[config.mk]
export PLATFORM = sky130hd
export DESIGN_NAME = tone_and_melody_sequencer_core
export DESIGN_NICKNAME = d
export VERILOG_FILES = /design/src/rtl/core/tms_pkg.sv /design/src/rtl/core/tms_note_mem.sv /design/src/rtl/core/tms_ctrl.sv /design/src/rtl/core/tone_and_melody_sequencer_core.sv
export SDC_FILE = /design/constraint.sdc
export NUM_CORES = 2
export LEC_CHECK = 0
export BUFFER_PORTS_ARGS = -buffer_cell sky130_fd_sc_hd__buf_4
export CORE_UTILIZATION = 36
export DETAILED_ROUTE_END_ITERATION = 16
export GPL_TIMING_DRIVEN = 0
export HOLD_SLACK_MARGIN = 0.05
export SLEW_MARGIN = 10
export SYNTH_ARGS = -nofsm -noshare
export SYNTH_HDL_FRONTEND = slang
export SYNTH_SLANG_ARGS = --single-unit
[constraint.sdc]
create_clock -name clk -period 4.95 [get_ports clk]
set_clock_uncertainty 0.05 [all_clocks]
set_input_delay 0.495 -clock clk [delete_from_list [all_inputs] [get_ports clk]]
set_output_delay 0.495 -clock clk [all_outputs]
set_load 0.05 [all_outputs]
[src/rtl/core/tms_pkg.sv]
// Shared types and constants for the tone and melody sequencer.
`timescale 1ns / 1ps
package tms_pkg;

  // Default number of entries in the melody table.
  localparam int MELODY_DEPTH_DEF = 64;

  // Field widths of the command and result words.
  localparam int CMD_W   = 3;
  localparam int FREQ_W  = 16;
  localparam int DUR_W   = 16;
  localparam int IDX_W   = 6;
  localparam int COUNT_W = 7;

  // Command codes carried in the input tuser field.
  typedef enum logic [CMD_W-1:0] {
    CMD_TICK = 3'd0,
    CMD_TONE = 3'd1,
    CMD_OFF  = 3'd2,
    CMD_BEEP = 3'd3,
    CMD_LOAD = 3'd4,
    CMD_PLAY = 3'd5
  } cmd_t;

  // Play mode, one-hot.
  typedef enum logic [3:0] {
    MODE_IDLE   = 4'b0001,
    MODE_TONE   = 4'b0010,
    MODE_BEEP   = 4'b0100,
    MODE_MELODY = 4'b1000
  } mode_t;

  // One melody table entry.
  typedef struct packed {
    logic [FREQ_W-1:0] tone;
    logic [DUR_W-1:0]  length;
  } note_t;

  // One result word.
  typedef struct packed {
    logic [FREQ_W-1:0] tone_frequency;
    logic              active;
    logic              melody_playing;
  } result_t;

endpackage

[src/rtl/core/tms_note_mem.sv]
// Melody table memory with one write port and one registered read port.
`timescale 1ns / 1ps
module tms_note_mem #(
  parameter int DEPTH = tms_pkg::MELODY_DEPTH_DEF,
  parameter int AW    = (DEPTH > 1) ? $clog2(DEPTH) : 1
) (
  input  logic           clk,
  input  logic           rst_n,
  input  logic           we_i,
  input  logic [AW-1:0]  waddr_i,
  input  tms_pkg::note_t wdata_i,
  input  logic [AW-1:0]  raddr_i,
  output tms_pkg::note_t rdata_o
);
  import tms_pkg::*;

  note_t         mem [DEPTH];
  note_t         rd_r;
  logic [AW-1:0] rd_addr_r;
  logic          last_we_r;
  logic [AW-1:0] last_waddr_r;
  note_t         last_wdata_r;

  // Storage and registered read; the read returns the old contents on a collision.
  always_ff @(posedge clk) begin
    if (we_i) begin
      mem[waddr_i] <= wdata_i;
    end
    rd_r         <= mem[raddr_i];
    rd_addr_r    <= raddr_i;
    last_waddr_r <= waddr_i;
    last_wdata_r <= wdata_i;
  end

  // Remember whether a write happened at the last edge.
  always_ff @(posedge clk) begin
    if (!rst_n) begin
      last_we_r <= 1'b0;
    end else begin
      last_we_r <= we_i;
    end
  end

  // Forward a write that landed on the entry being read at the same edge.
  assign rdata_o = (last_we_r && (last_waddr_r == rd_addr_r)) ? last_wdata_r : rd_r;

endmodule

[src/rtl/core/tms_ctrl.sv]
// Command decoder and play state of the sequencer.
`timescale 1ns / 1ps
module tms_ctrl #(
  parameter int DEPTH = tms_pkg::MELODY_DEPTH_DEF,
  parameter int AW    = (DEPTH > 1) ? $clog2(DEPTH) : 1
) (
  input  logic                          clk,
  input  logic                          rst_n,
  input  logic                          fire_i,
  input  logic [tms_pkg::CMD_W-1:0]     cmd_i,
  input  logic [tms_pkg::FREQ_W-1:0]    freq_i,
  input  logic [tms_pkg::DUR_W-1:0]     dur_i,
  input  logic [tms_pkg::IDX_W-1:0]     idx_i,
  input  logic [tms_pkg::COUNT_W-1:0]   count_i,
  input  tms_pkg::note_t                next_note_i,
  output logic                          we_o,
  output logic [AW-1:0]                 waddr_o,
  output tms_pkg::note_t                wdata_o,
  output logic [AW-1:0]                 raddr_o,
  output tms_pkg::result_t              result_o
);
  import tms_pkg::*;

  localparam int LW = $clog2(DEPTH + 1);
  localparam int CW = LW + 1;
  localparam int SW = (LW > COUNT_W) ? LW : COUNT_W;
  localparam int IW = (LW > IDX_W) ? LW : IDX_W;

  mode_t             mode_r, mode_nxt;
  logic [DUR_W-1:0]  time_r, time_nxt;
  logic [AW-1:0]     pos_r, pos_nxt;
  logic [LW-1:0]     len_r, len_nxt;
  logic [FREQ_W-1:0] tone_r, tone_nxt;
  note_t             zero_note_r;
  logic              silence;
  logic [SW-1:0]     count_ext;
  logic [SW-1:0]     len_sat;
  logic              last_note;

  // Melody length saturated to the table depth.
  assign count_ext = SW'(count_i);
  assign len_sat   = (count_ext > SW'(DEPTH)) ? SW'(DEPTH) : count_ext;
  assign last_note = (CW'(pos_r) + CW'(1)) >= CW'(len_r);

  // Table write for the load command.
  assign waddr_o = AW'(idx_i);
  assign wdata_o = '{tone: freq_i, length: dur_i};

  // Next state for the word being processed.
  always_comb begin
    mode_nxt = mode_r;
    time_nxt = time_r;
    pos_nxt  = pos_r;
    len_nxt  = len_r;
    tone_nxt = tone_r;
    silence  = 1'b0;
    we_o     = 1'b0;
    if (fire_i) begin
      unique case (cmd_i)
        CMD_TICK: begin
          if (mode_r == MODE_BEEP || mode_r == MODE_MELODY) begin
            if (time_r > DUR_W'(1)) begin
              time_nxt = time_r - DUR_W'(1);
            end else if (mode_r == MODE_BEEP || last_note) begin
              silence = 1'b1;
            end else begin
              pos_nxt  = pos_r + AW'(1);
              tone_nxt = next_note_i.tone;
              time_nxt = next_note_i.length;
            end
          end
        end
        CMD_TONE: begin
          mode_nxt = MODE_TONE;
          tone_nxt = freq_i;
          time_nxt = '0;
          pos_nxt  = '0;
          len_nxt  = '0;
        end
        CMD_OFF: begin
          silence = 1'b1;
        end
        CMD_BEEP: begin
          mode_nxt = MODE_BEEP;
          tone_nxt = freq_i;
          time_nxt = dur_i;
          pos_nxt  = '0;
          len_nxt  = '0;
        end
        CMD_LOAD: begin
          we_o = (IW'(idx_i) < IW'(DEPTH));
        end
        CMD_PLAY: begin
          if (count_i != '0) begin
            mode_nxt = MODE_MELODY;
            len_nxt  = LW'(len_sat);
            pos_nxt  = '0;
            tone_nxt = zero_note_r.tone;
            time_nxt = zero_note_r.length;
          end
        end
        default: begin
        end
      endcase
      if (silence) begin
        mode_nxt = MODE_IDLE;
        time_nxt = '0;
        pos_nxt  = '0;
        len_nxt  = '0;
        tone_nxt = '0;
      end
    end
  end

  // Prefetch the note after the one now current.
  assign raddr_o = pos_nxt + AW'(1);

  // Result shows the state after the command.
  assign result_o = '{
    tone_frequency: (mode_nxt != MODE_IDLE) ? tone_nxt : '0,
    active:         (mode_nxt != MODE_IDLE),
    melody_playing: (mode_nxt == MODE_MELODY)
  };

  // Play state registers.
  always_ff @(posedge clk) begin
    if (!rst_n) begin
      mode_r <= MODE_IDLE;
      time_r <= '0;
      pos_r  <= '0;
      len_r  <= '0;
      tone_r <= '0;
    end else begin
      mode_r <= mode_nxt;
      time_r <= time_nxt;
      pos_r  <= pos_nxt;
      len_r  <= len_nxt;
      tone_r <= tone_nxt;
    end
  end

  // Copy of the first table entry, so that play can start without a read.
  always_ff @(posedge clk) begin
    if (we_o && (waddr_o == '0)) begin
      zero_note_r <= wdata_o;
    end
  end

endmodule

[src/rtl/core/tone_and_melody_sequencer_core.sv]
// Top level of the tone and melody sequencer: input register, control, table, result register.
`timescale 1ns / 1ps
// A word accepted into the input register is processed once the result register can take
// it; its result is then registered and offered on the out_ side.
// Throughput: one word per cycle while the output side is not stalled; each word reads the
// table to prefetch the next melody note through the single registered read port.
// Reset clears the handshake and the play state; the melody table is not cleared.
module tone_and_melody_sequencer_core #(
  parameter int MELODY_DEPTH = tms_pkg::MELODY_DEPTH_DEF
) (
  input  logic        clk,
  input  logic        rst_n,
  input  logic        in_tvalid,
  output logic        in_tready,
  input  logic [47:0] in_tdata,   // frequency[15:0], duration[31:16], note_index[37:32],
                                  // note_count[44:38], zero fill[47:45]
  input  logic [2:0]  in_tuser,   // command[2:0]
  output logic        out_tvalid,
  input  logic        out_tready,
  output logic [23:0] out_tdata   // tone_frequency[15:0], active[16], melody_playing[17],
                                  // zero fill[23:18]
);
  import tms_pkg::*;

  localparam int AW = (MELODY_DEPTH > 1) ? $clog2(MELODY_DEPTH) : 1;

  logic               in_valid_r;
  logic [CMD_W-1:0]   in_cmd_r;
  logic [FREQ_W-1:0]  in_freq_r;
  logic [DUR_W-1:0]   in_dur_r;
  logic [IDX_W-1:0]   in_idx_r;
  logic [COUNT_W-1:0] in_count_r;
  logic               out_valid_r;
  result_t            out_res_r;
  logic               fire;
  logic               in_take;
  logic               we;
  logic [AW-1:0]      waddr;
  logic [AW-1:0]      raddr;
  note_t              wdata;
  note_t              next_note;
  result_t            result;

  // Handshake: the input register drains whenever the result register can take a word.
  assign fire      = in_valid_r && (!out_valid_r || out_tready);
  assign in_tready = !in_valid_r || fire;
  assign in_take   = in_tvalid && in_tready;

  // Input register.
  always_ff @(posedge clk) begin
    if (!rst_n) begin
      in_valid_r <= 1'b0;
    end else if (in_take) begin
      in_valid_r <= 1'b1;
    end else if (fire) begin
      in_valid_r <= 1'b0;
    end
  end

  always_ff @(posedge clk) begin
    if (in_take) begin
      in_cmd_r   <= in_tuser;
      in_freq_r  <= in_tdata[15:0];
      in_dur_r   <= in_tdata[31:16];
      in_idx_r   <= in_tdata[37:32];
      in_count_r <= in_tdata[44:38];
    end
  end

  // Command processing and play state.
  tms_ctrl #(
    .DEPTH (MELODY_DEPTH),
    .AW    (AW)
  ) u_ctrl (
    .clk         (clk),
    .rst_n       (rst_n),
    .fire_i      (fire),
    .cmd_i       (in_cmd_r),
    .freq_i      (in_freq_r),
    .dur_i       (in_dur_r),
    .idx_i       (in_idx_r),
    .count_i     (in_count_r),
    .next_note_i (next_note),
    .we_o        (we),
    .waddr_o     (waddr),
    .wdata_o     (wdata),
    .raddr_o     (raddr),
    .result_o    (result)
  );

  // Melody table.
  tms_note_mem #(
    .DEPTH (MELODY_DEPTH),
    .AW    (AW)
  ) u_mem (
    .clk     (clk),
    .rst_n   (rst_n),
    .we_i    (we),
    .waddr_i (waddr),
    .wdata_i (wdata),
    .raddr_i (raddr),
    .rdata_o (next_note)
  );

  // Result register.
  always_ff @(posedge clk) begin
    if (!rst_n) begin
      out_valid_r <= 1'b0;
    end else if (fire) begin
      out_valid_r <= 1'b1;
    end else if (out_tready) begin
      out_valid_r <= 1'b0;
    end
  end

  always_ff @(posedge clk) begin
    if (fire) begin
      out_res_r <= result;
    end
  end

  assign out_tvalid = out_valid_r;
  assign out_tdata  = {6'd0, out_res_r.melody_playing, out_res_r.active,
                       out_res_r.tone_frequency};

  // The input side stalls only while a result waits on the output side.
  assert property (@(posedge clk) disable iff (!rst_n)
    !in_tready |-> (out_tvalid && !out_tready))
    else $error("input stalled without a waiting result");

  // A processed word always shows up as a result at the next edge.
  assert property (@(posedge clk) disable iff (!rst_n)
    fire |=> (out_tvalid && (out_res_r == $past(result))))
    else $error("processed word did not reach the result register");

  // A silent result carries no frequency and no melody flag.
  assert property (@(posedge clk) disable iff (!rst_n)
    (out_tvalid && !out_res_r.active) |->
      ((out_res_r.tone_frequency == '0) && !out_res_r.melody_playing))
    else $error("inactive result with tone or melody flag");

endmodule
# Word level (Yosys, flattened, before mapping)
# Memories as Yosys holds them, arrays and structs flattened. A register that Yosys moved wholly into a read port is not among the register bits.
# Index checks and enable logic that the tools add are counted.
[totals]
regBits = 194
word_cells = 105
n_memories = 1
ramBits = 2048
[memory_table]
columns = ["name", "depth", "width", "read_ports", "rd_ports_with_merged_regs", "write_ports", "line_no", "rtl"]
rows = [
  ["u_mem.mem", 64, 32, 1, 1, 1, "tms_note_mem.sv:17", "note_t mem [DEPTH];"],
]
[op_classes]
reduce_logical = 20
magnitude_cmp = 3
n_addsub = 4
mux = 42
n_eq_ne = 13
[ops]
columns = ["cell", "count"]
rows = [
  ["$mux W16", 11],
  ["$pmux W16 S4", 1],
  ["$pmux W16 S3", 1],
  ["$mux W6", 6],
  ["$mux W32", 1],
  ["$mux W7", 3],
  ["$pmux W6 S3", 1],
  ["$gt A16 B1 Y1 const B", 1],
  ["$sub A16 B1 Y16 const B", 1],
  ["$pmux W7 S2", 1],
  ["$add A6 B1 Y6 const B", 2],
  ["$mux W1", 12],
  ["$mux W4", 3],
  ["$pmux W4 S3", 1],
  ["$eq A4 B4 Y1 const B", 2],
  ["$ge A8 B7 Y1", 1],
  ["$add A6 B1 Y7 const B", 1],
  ["$gt A7 B7 Y1 const B", 1],
  ["$reduce_bool A7 Y1", 1],
  ["$eq A3 B2 Y1 const B", 2],
  ["$eq A3 B3 Y1 const B", 2],
  ["$eq A6 B6 Y1", 1],
  ["$logic_not A6 Y1", 1],
  ["$ne A3 B1 Y1 const B", 2],
  ["other kinds (15)", 23],
]

# Depth between registers and ports, before layout
[logic_depth]
ltp_word = 11
depth_mapped = 24
ltp_nobuf = 18

# Hierarchy
# A second synthesis with hierarchy kept.
[unflattened]
cells_unflattened = 4123
hier_area_um2 = 87641.6
[modules_own_cells]
columns = ["mod", "n_inst", "area_each_um2", "cells_per_inst"]
rows = [
  ["tms_note_mem", 1, 80485.9, 3491],
  ["tms_ctrl", 1, 5021.1, 550],
  ["tone_and_melody_sequencer_core", 1, 2134.5, 82],
]

# Least setup slack after synthesis
# Ideal clock, no wire load.
[synth_timing]
path_kind = "register to register"
start = "reg u_ctrl.pos_r[2]"
end = "reg, netlist name u_mem.rd_r[31]"
required_time_ps = 4770
synth_period_minus_slack_ps = 4903
arrival_ps = 4723
slack_ps = 47
setup_ps = 130
stages_incl_launch_ff = 23
path_cell_list = "dfxtp_1 -> clkbuf_1 -> and3_1 -> nand3_1 -> xnor2_1 -> ha_1 -> a21o_1 -> a21oi_1 -> nand2_1 -> o211a_1 -> a22oi_1 -> buf_2 -> clkbuf_1 -> nand2_1 -> nand2_1 -> ha_1 -> clkbuf_1 -> clkbuf_1 -> clkbuf_1 -> mux4_2 -> mux2_2 -> o211ai_1 -> nand4_1"
[synth_between]
elab_chain_cells = 11
word_cells_on_any_way = 17
classes_between = "add/sub: 3; order compare: 1; mux: 12; reduce/logical: 1"
[synth_lines]
columns = ["item", "line_no", "rtl"]
rows = [
  ["from (decl)", "tms_ctrl.sv:31", "logic [AW-1:0] pos_r, pos_nxt;"],
  ["from (signal assigned)", "tms_ctrl.sv:136", "pos_r <= pos_nxt;"],
  ["$add A6 B1 Y7 *", "tms_ctrl.sv:43", "assign last_note = (CW'(pos_r) + CW'(1)) >= CW'(len_r);"],
  ["$ge A8 B7 Y1 *", "tms_ctrl.sv:43", ""],
  ["$logic_or A1 B1 Y1 *", "tms_ctrl.sv:64", "end else if (mode_r == MODE_BEEP || last_note) begin"],
  ["$mux W1", "tms_ctrl.sv:64", ""],
  ["$mux W1", "tms_ctrl.sv:62", "if (time_r > DUR_W'(1)) begin"],
  ["$mux W1", "tms_ctrl.sv:61", "if (mode_r == MODE_BEEP || mode_r == MODE_MELODY) begin"],
  ["$pmux W1 S2", "tms_ctrl.sv:59", "unique case (cmd_i)"],
  ["$mux W1", "tms_ctrl.sv:58", "if (fire_i) begin"],
  ["$mux W6 *", "tms_ctrl.sv:105", "if (silence) begin"],
  ["$mux W6 *", "tms_ctrl.sv:58", ""],
  ["named net u_ctrl.pos_nxt[1]", "tms_ctrl.sv:31", ""],
  ["$add A6 B1 Y6 *", "tms_ctrl.sv:116", "assign raddr_o = pos_nxt + AW'(1);"],
  ["named net raddr[1]", "tone_and_melody_sequencer_core.sv:39", "logic [AW-1:0] raddr;"],
]
# Mark *: on every way through the listed nets, which the timed path passes. The rest lies on a longest branch. The select of a mux whose other input is x is not followed.
# A chain may end at the register's enable or synchronous reset.

# Worst setup path after layout
[layout_timing]
start = "reg u_ctrl.pos_r[2]"
end = "reg, netlist name u_mem.rd_r[21]"
[layout_between]
elab_chain_cells = 11
word_cells_on_any_way = 17
classes_between = "add/sub: 3; order compare: 1; mux: 12; reduce/logical: 1"
[layout_lines]
columns = ["item", "line_no"]
rows = [
  ["$add A6 B1 Y7 *", "tms_ctrl.sv:43"],
  ["$ge A8 B7 Y1 *", "tms_ctrl.sv:43"],
  ["$logic_or A1 B1 Y1 *", "tms_ctrl.sv:64"],
  ["$mux W1", "tms_ctrl.sv:64"],
  ["$mux W1", "tms_ctrl.sv:62"],
  ["$mux W1", "tms_ctrl.sv:61"],
  ["$pmux W1 S2", "tms_ctrl.sv:59"],
  ["$mux W1", "tms_ctrl.sv:58"],
  ["$mux W6 *", "tms_ctrl.sv:105"],
  ["$mux W6 *", "tms_ctrl.sv:58"],
  ["named net u_ctrl.pos_nxt[0]", "tms_ctrl.sv:31"],
  ["$add A6 B1 Y6 *", "tms_ctrl.sv:116"],
  ["named net raddr[1]", "tone_and_melody_sequencer_core.sv:39"],
]
# Marked as above.

==> results.md <==
* Outcome: finished with violations
* Failing checks: negative setup slack
* DP HPWL at 167100 um
* GRT met3 Usage at just over 4%
* Core outline area at roughly 240000 um2
* Mux cell area share after synthesis at between 10% and 20%
* XOR/XNOR Fraction of Synth Area at less than 1%
* Combinational family with the most area after synthesis: multiplexers
* Clk pin slew, worst setup/hold paths at ~0.07 ns
* Reg2Reg Setup Slack at -0.15 ns
* Internal at just over 30 mW
* Clock tree from TritonCTS: yes
* Sw Share at 21.27%
* Fin crit period at slightly above 5 ns
* GR Util met2 at 30.43%
* Reg area at around 67000 um2
* I/O pins at between 80 and 90
* Vias in the first global route at 44855
* Die width at approximately 500 um
* Final setup TNS at -0.6055 ns
* Fraction of registers with async set/reset at 0%
* Fmax at between 0.15 and 0.2 GHz
* MaxCap Viol Count at 0
* Slew margin rel. at around 5.4%
* CTS H-tree lvls at 4
* Synth-to-Final Area Change at 20.77%
* Reg power frac at 53.8%
* Pleak at ~33 nW
* Routability Congestion at just over 0.9
* Finished Cell Area at 105700 um2
* Commonest non-fill, non-tap cell in the layout: edfxtp_1
* Final cell count without fillers at 8247
* Pwr dens at 373.3 nW/um2
* CP cell instances: and3_4, buf_4, xor2_1, ha_1, o21a_1, o2111ai_4, o21a_2, a21o_1, and4b_1, nor3_4, ha_4, clkbuf_16, clkbuf_16, clkbuf_16, mux4_2, mux2_4, o211ai_1, nand4_1
* YS warnings at 0
* Worst stage delay on the critical path at roughly 0.67 ns
* Number of synthesized flops with an enable pin at 2146
* RSZ-0062 raised after global routing: true
* Distinct cells, synth at between 60 and 70
* Pre-CTS setup slack at -3.073 ns
* Global Route Usage Sum at between 10% and 20%
* Placed instance area at between 90000 and 100000 um2
* Post-synthesis simple-gate area fraction at approximately 3.5%
* Setup violators final at 14
* Comb pwr share at roughly 4%
* Fill count at 20367
* Clock Sinks at ~2300
* First-pass GRT wire length at 335900 um
* Later-pin clock latency in the skew report at between 0.8 and 0.9 ns
* Initial Util at 36.30%
* Critical path data arrival time at 5.74 ns
* Detailed Route WL at between 200000 and 250000 um
* Busiest layer in global routing: met2
* Mapped cell area at 87560 um2
* Share of layout cells above drive strength 1 at 29.88%
* DRC at 0
* Worst ir drop on vdd at just over 0.4 mV
* Dpl cells at slightly below 8000
* Synth Area in Adders at less than 1%
* Clock buffer count from CTS at between 200 and 250
* Compound-Gate Fraction of Synth Area at around 2.4%
* CP endpoint kind: flip-flop
* Die area at roughly 250000 um2
* Vias per cell at ~5.4
* Post-detailed-route count of antenna-violating nets at 0
* IO buf count at between 70 and 80
* Setup slack after layout at -0.1465 ns
* Main synth FF type: edfxtp_1
* Maximum buffer depth of the clock tree at 3
* Via count at about 45000
* Std cell rows at between 150 and 200
* Mapped Cells at roughly 4300
* Initial antenna violation count at 16
* Final hold vios at 0
* Crit path kind: reg -> reg
* Drt pass-1 iters at 7
* Slowest CP cell: o211ai_1
* Clock power share at between 40% and 50%
* Largest net degree at the start of global routing at 30
* Crit-path max FO at 7
* Switch Pwr at about 8.4 mW
* Clk root buf: clkbuf_16
* Commonest cells after routing, fill and taps aside: 2146 x edfxtp_1, 512 x mux4_2, 367 x nand2_1, 236 x clkbuf_16, 149 x buf_4
* CP most frequent cell: clkbuf_16
* Detail-routed net length per standard cell at ~29 um
* Fin nets at roughly 4900
* Syn Area/Cell at about 20 um2
* DRT iter0 DRCs at 5394
* CP required at approximately 5.6 ns
* Worst Tran Pin Value at approximately 1.4 ns
* Synth Register Bits at between 2000 and 2500
* GRT overflow at 0
* Register area share after synthesis at approximately three quarters
* GR Util met1 at between 20% and 30%
* Crit start category: flip-flop
* Hold WC Path Type: in -> reg
* Die H at 495.2 um
* Area of the multi-input gates at approximately 20000 um2
* Final slew viol count at 0
* Tcrit/Tclk final at 103.0%
==> power groups by stage <==
stage	combinational, mW	sequential [mW]	clock, mW
detailed placement	1.46	21.6	0
floorplan	0.543	21.7	0
global route	1.67	21.2	17.6
CTS	1.56	21.2	16.9
finish	1.60	21.2	16.7
global placement	0.903	22.0	0
==> final cells by class <==
| cell class | count | area share, % |
|---|---|---|
| flip-flops and latches | 2274 | 63.38 |
| clock buffers | 296 | 5.739 |
| well taps | 3185 | 3.769 |
| clock inverters | 120 | 1.040 |
| repair buffers | 334 | 5.012 |
| diodes | 9 | 0.02130 |
| multi-input cells | 1778 | 19.34 |
| inverters | 15 | 0.06034 |
| plain buffers | 236 | 1.639 |
==> synthesized netlist by cell type, types with 8 or more instances <==
| cell type | n | share of area (%) |
|---|---|---|
| o21ai_0 | 33 | 0.19 |
| a221o_1 | 8 | 0.091 |
| mux2_2 | 80 | 1.0 |
| xor2_1 | 16 | 0.16 |
| clkbuf_1 | 137 | 0.59 |
| and2_1 | 22 | 0.16 |
| nand3b_1 | 9 | 0.077 |
| a22oi_1 | 19 | 0.16 |
| xnor2_1 | 9 | 0.090 |
| buf_6 | 9 | 0.12 |
| nand2_1 | 373 | 1.6 |
| nand3_1 | 16 | 0.091 |
| nor2b_1 | 24 | 0.17 |
| dfxtp_1 | 128 | 2.9 |
| mux2i_1 | 147 | 1.7 |
| buf_1 | 23 | 0.099 |
| mux4_2 | 512 | 13 |
| ha_1 | 11 | 0.16 |
| nor3_1 | 16 | 0.091 |
| o211ai_1 | 132 | 1.1 |
| buf_4 | 11 | 0.094 |
| edfxtp_1 | 2146 | 74 |
| nand4_1 | 37 | 0.26 |
| and3_1 | 8 | 0.057 |
| buf_2 | 59 | 0.34 |
| a22o_1 | 15 | 0.15 |
| nor2_1 | 149 | 0.64 |
| inv_1 | 12 | 0.051 |
| a21oi_1 | 61 | 0.35 |
==> worst max-delay path: cells and delay by family, from the launching register on <==
| family | cells | cell delay [ns] |
|---|---|---|
| AOI/OAI and AO/OA | 5 | 1.44 |
| buffers and inverters | 4 | 0.70 |
| muxes | 2 | 0.60 |
| xor gates and xnor gates | 1 | 0.13 |
| DFF | 1 | 0.35 |
| and+or+nand+nor | 4 | 1.02 |
| adders and majority gates | 2 | 0.58 |
==> registers in the layout (all words and copies together) (netlist names), 7 cells and up <==
name	count
in_count_r	7
u_ctrl.zero_note_r	32
in_freq_r	16
u_mem.rd_r	32
u_mem.mem	2048
out_tdata	18
u_ctrl.len_r	7
u_ctrl.tone_r	16
u_mem.last_wdata_r	32
in_dur_r	16
u_ctrl.time_r	16
==> path summary, 6_finish.rpt <==
kind              startpoint               to  cells after the start
min             in_tdata[29]     in_dur_r[13]                      2
max          u_ctrl.pos_r[2]   u_mem.rd_r[21]                     18
max reg2reg  u_ctrl.pos_r[2]   u_mem.rd_r[21]                     18
min reg2reg  u_ctrl.len_r[4]  u_ctrl.len_r[4]                      2
==> routing by layer <==
layer	wire, um	vias up
li1	-	18774
met1	97440	23827
met2	111300	1838
met3	18410	377
met4	10210	8
met5	55	-
==> repair_timing <==
item / in CTS / in global routing
pin swaps: 39 / 62
endpoints found under the setup margin: 33 / 32
resized for setup: 272 / 153
gates cloned: 2 / 0
hold buffers: 52 / 0
setup buffers: 24 / 10
hold endpoints to repair: 63 / 0
==> metrics by stage <==
step	hold slack (ns)	utilization [%]	total power, mW
after floorplan	0.2927	-	22.25
after global placement	0.3989	38.18	22.88
after detailed placement	0.3990	40.03	23.09
after CTS	0.2299	43.67	39.69
after global routing	0.2735	43.83	40.49
final	0.2802	43.84	39.47
==> kinds of logic (layout without fill, tap and decap cells) <==
family	count (synthesis)	in the layout
adders and majority gates	11	11
other	1	15
xor gates and xnor gates	25	25
and+or+nand+nor	689	689
muxes	739	739
AOI/OAI and AO/OA	308	308
DFF	2274	2274
buffers and inverters	254	1001
Power figures use the tool's default switching activity.
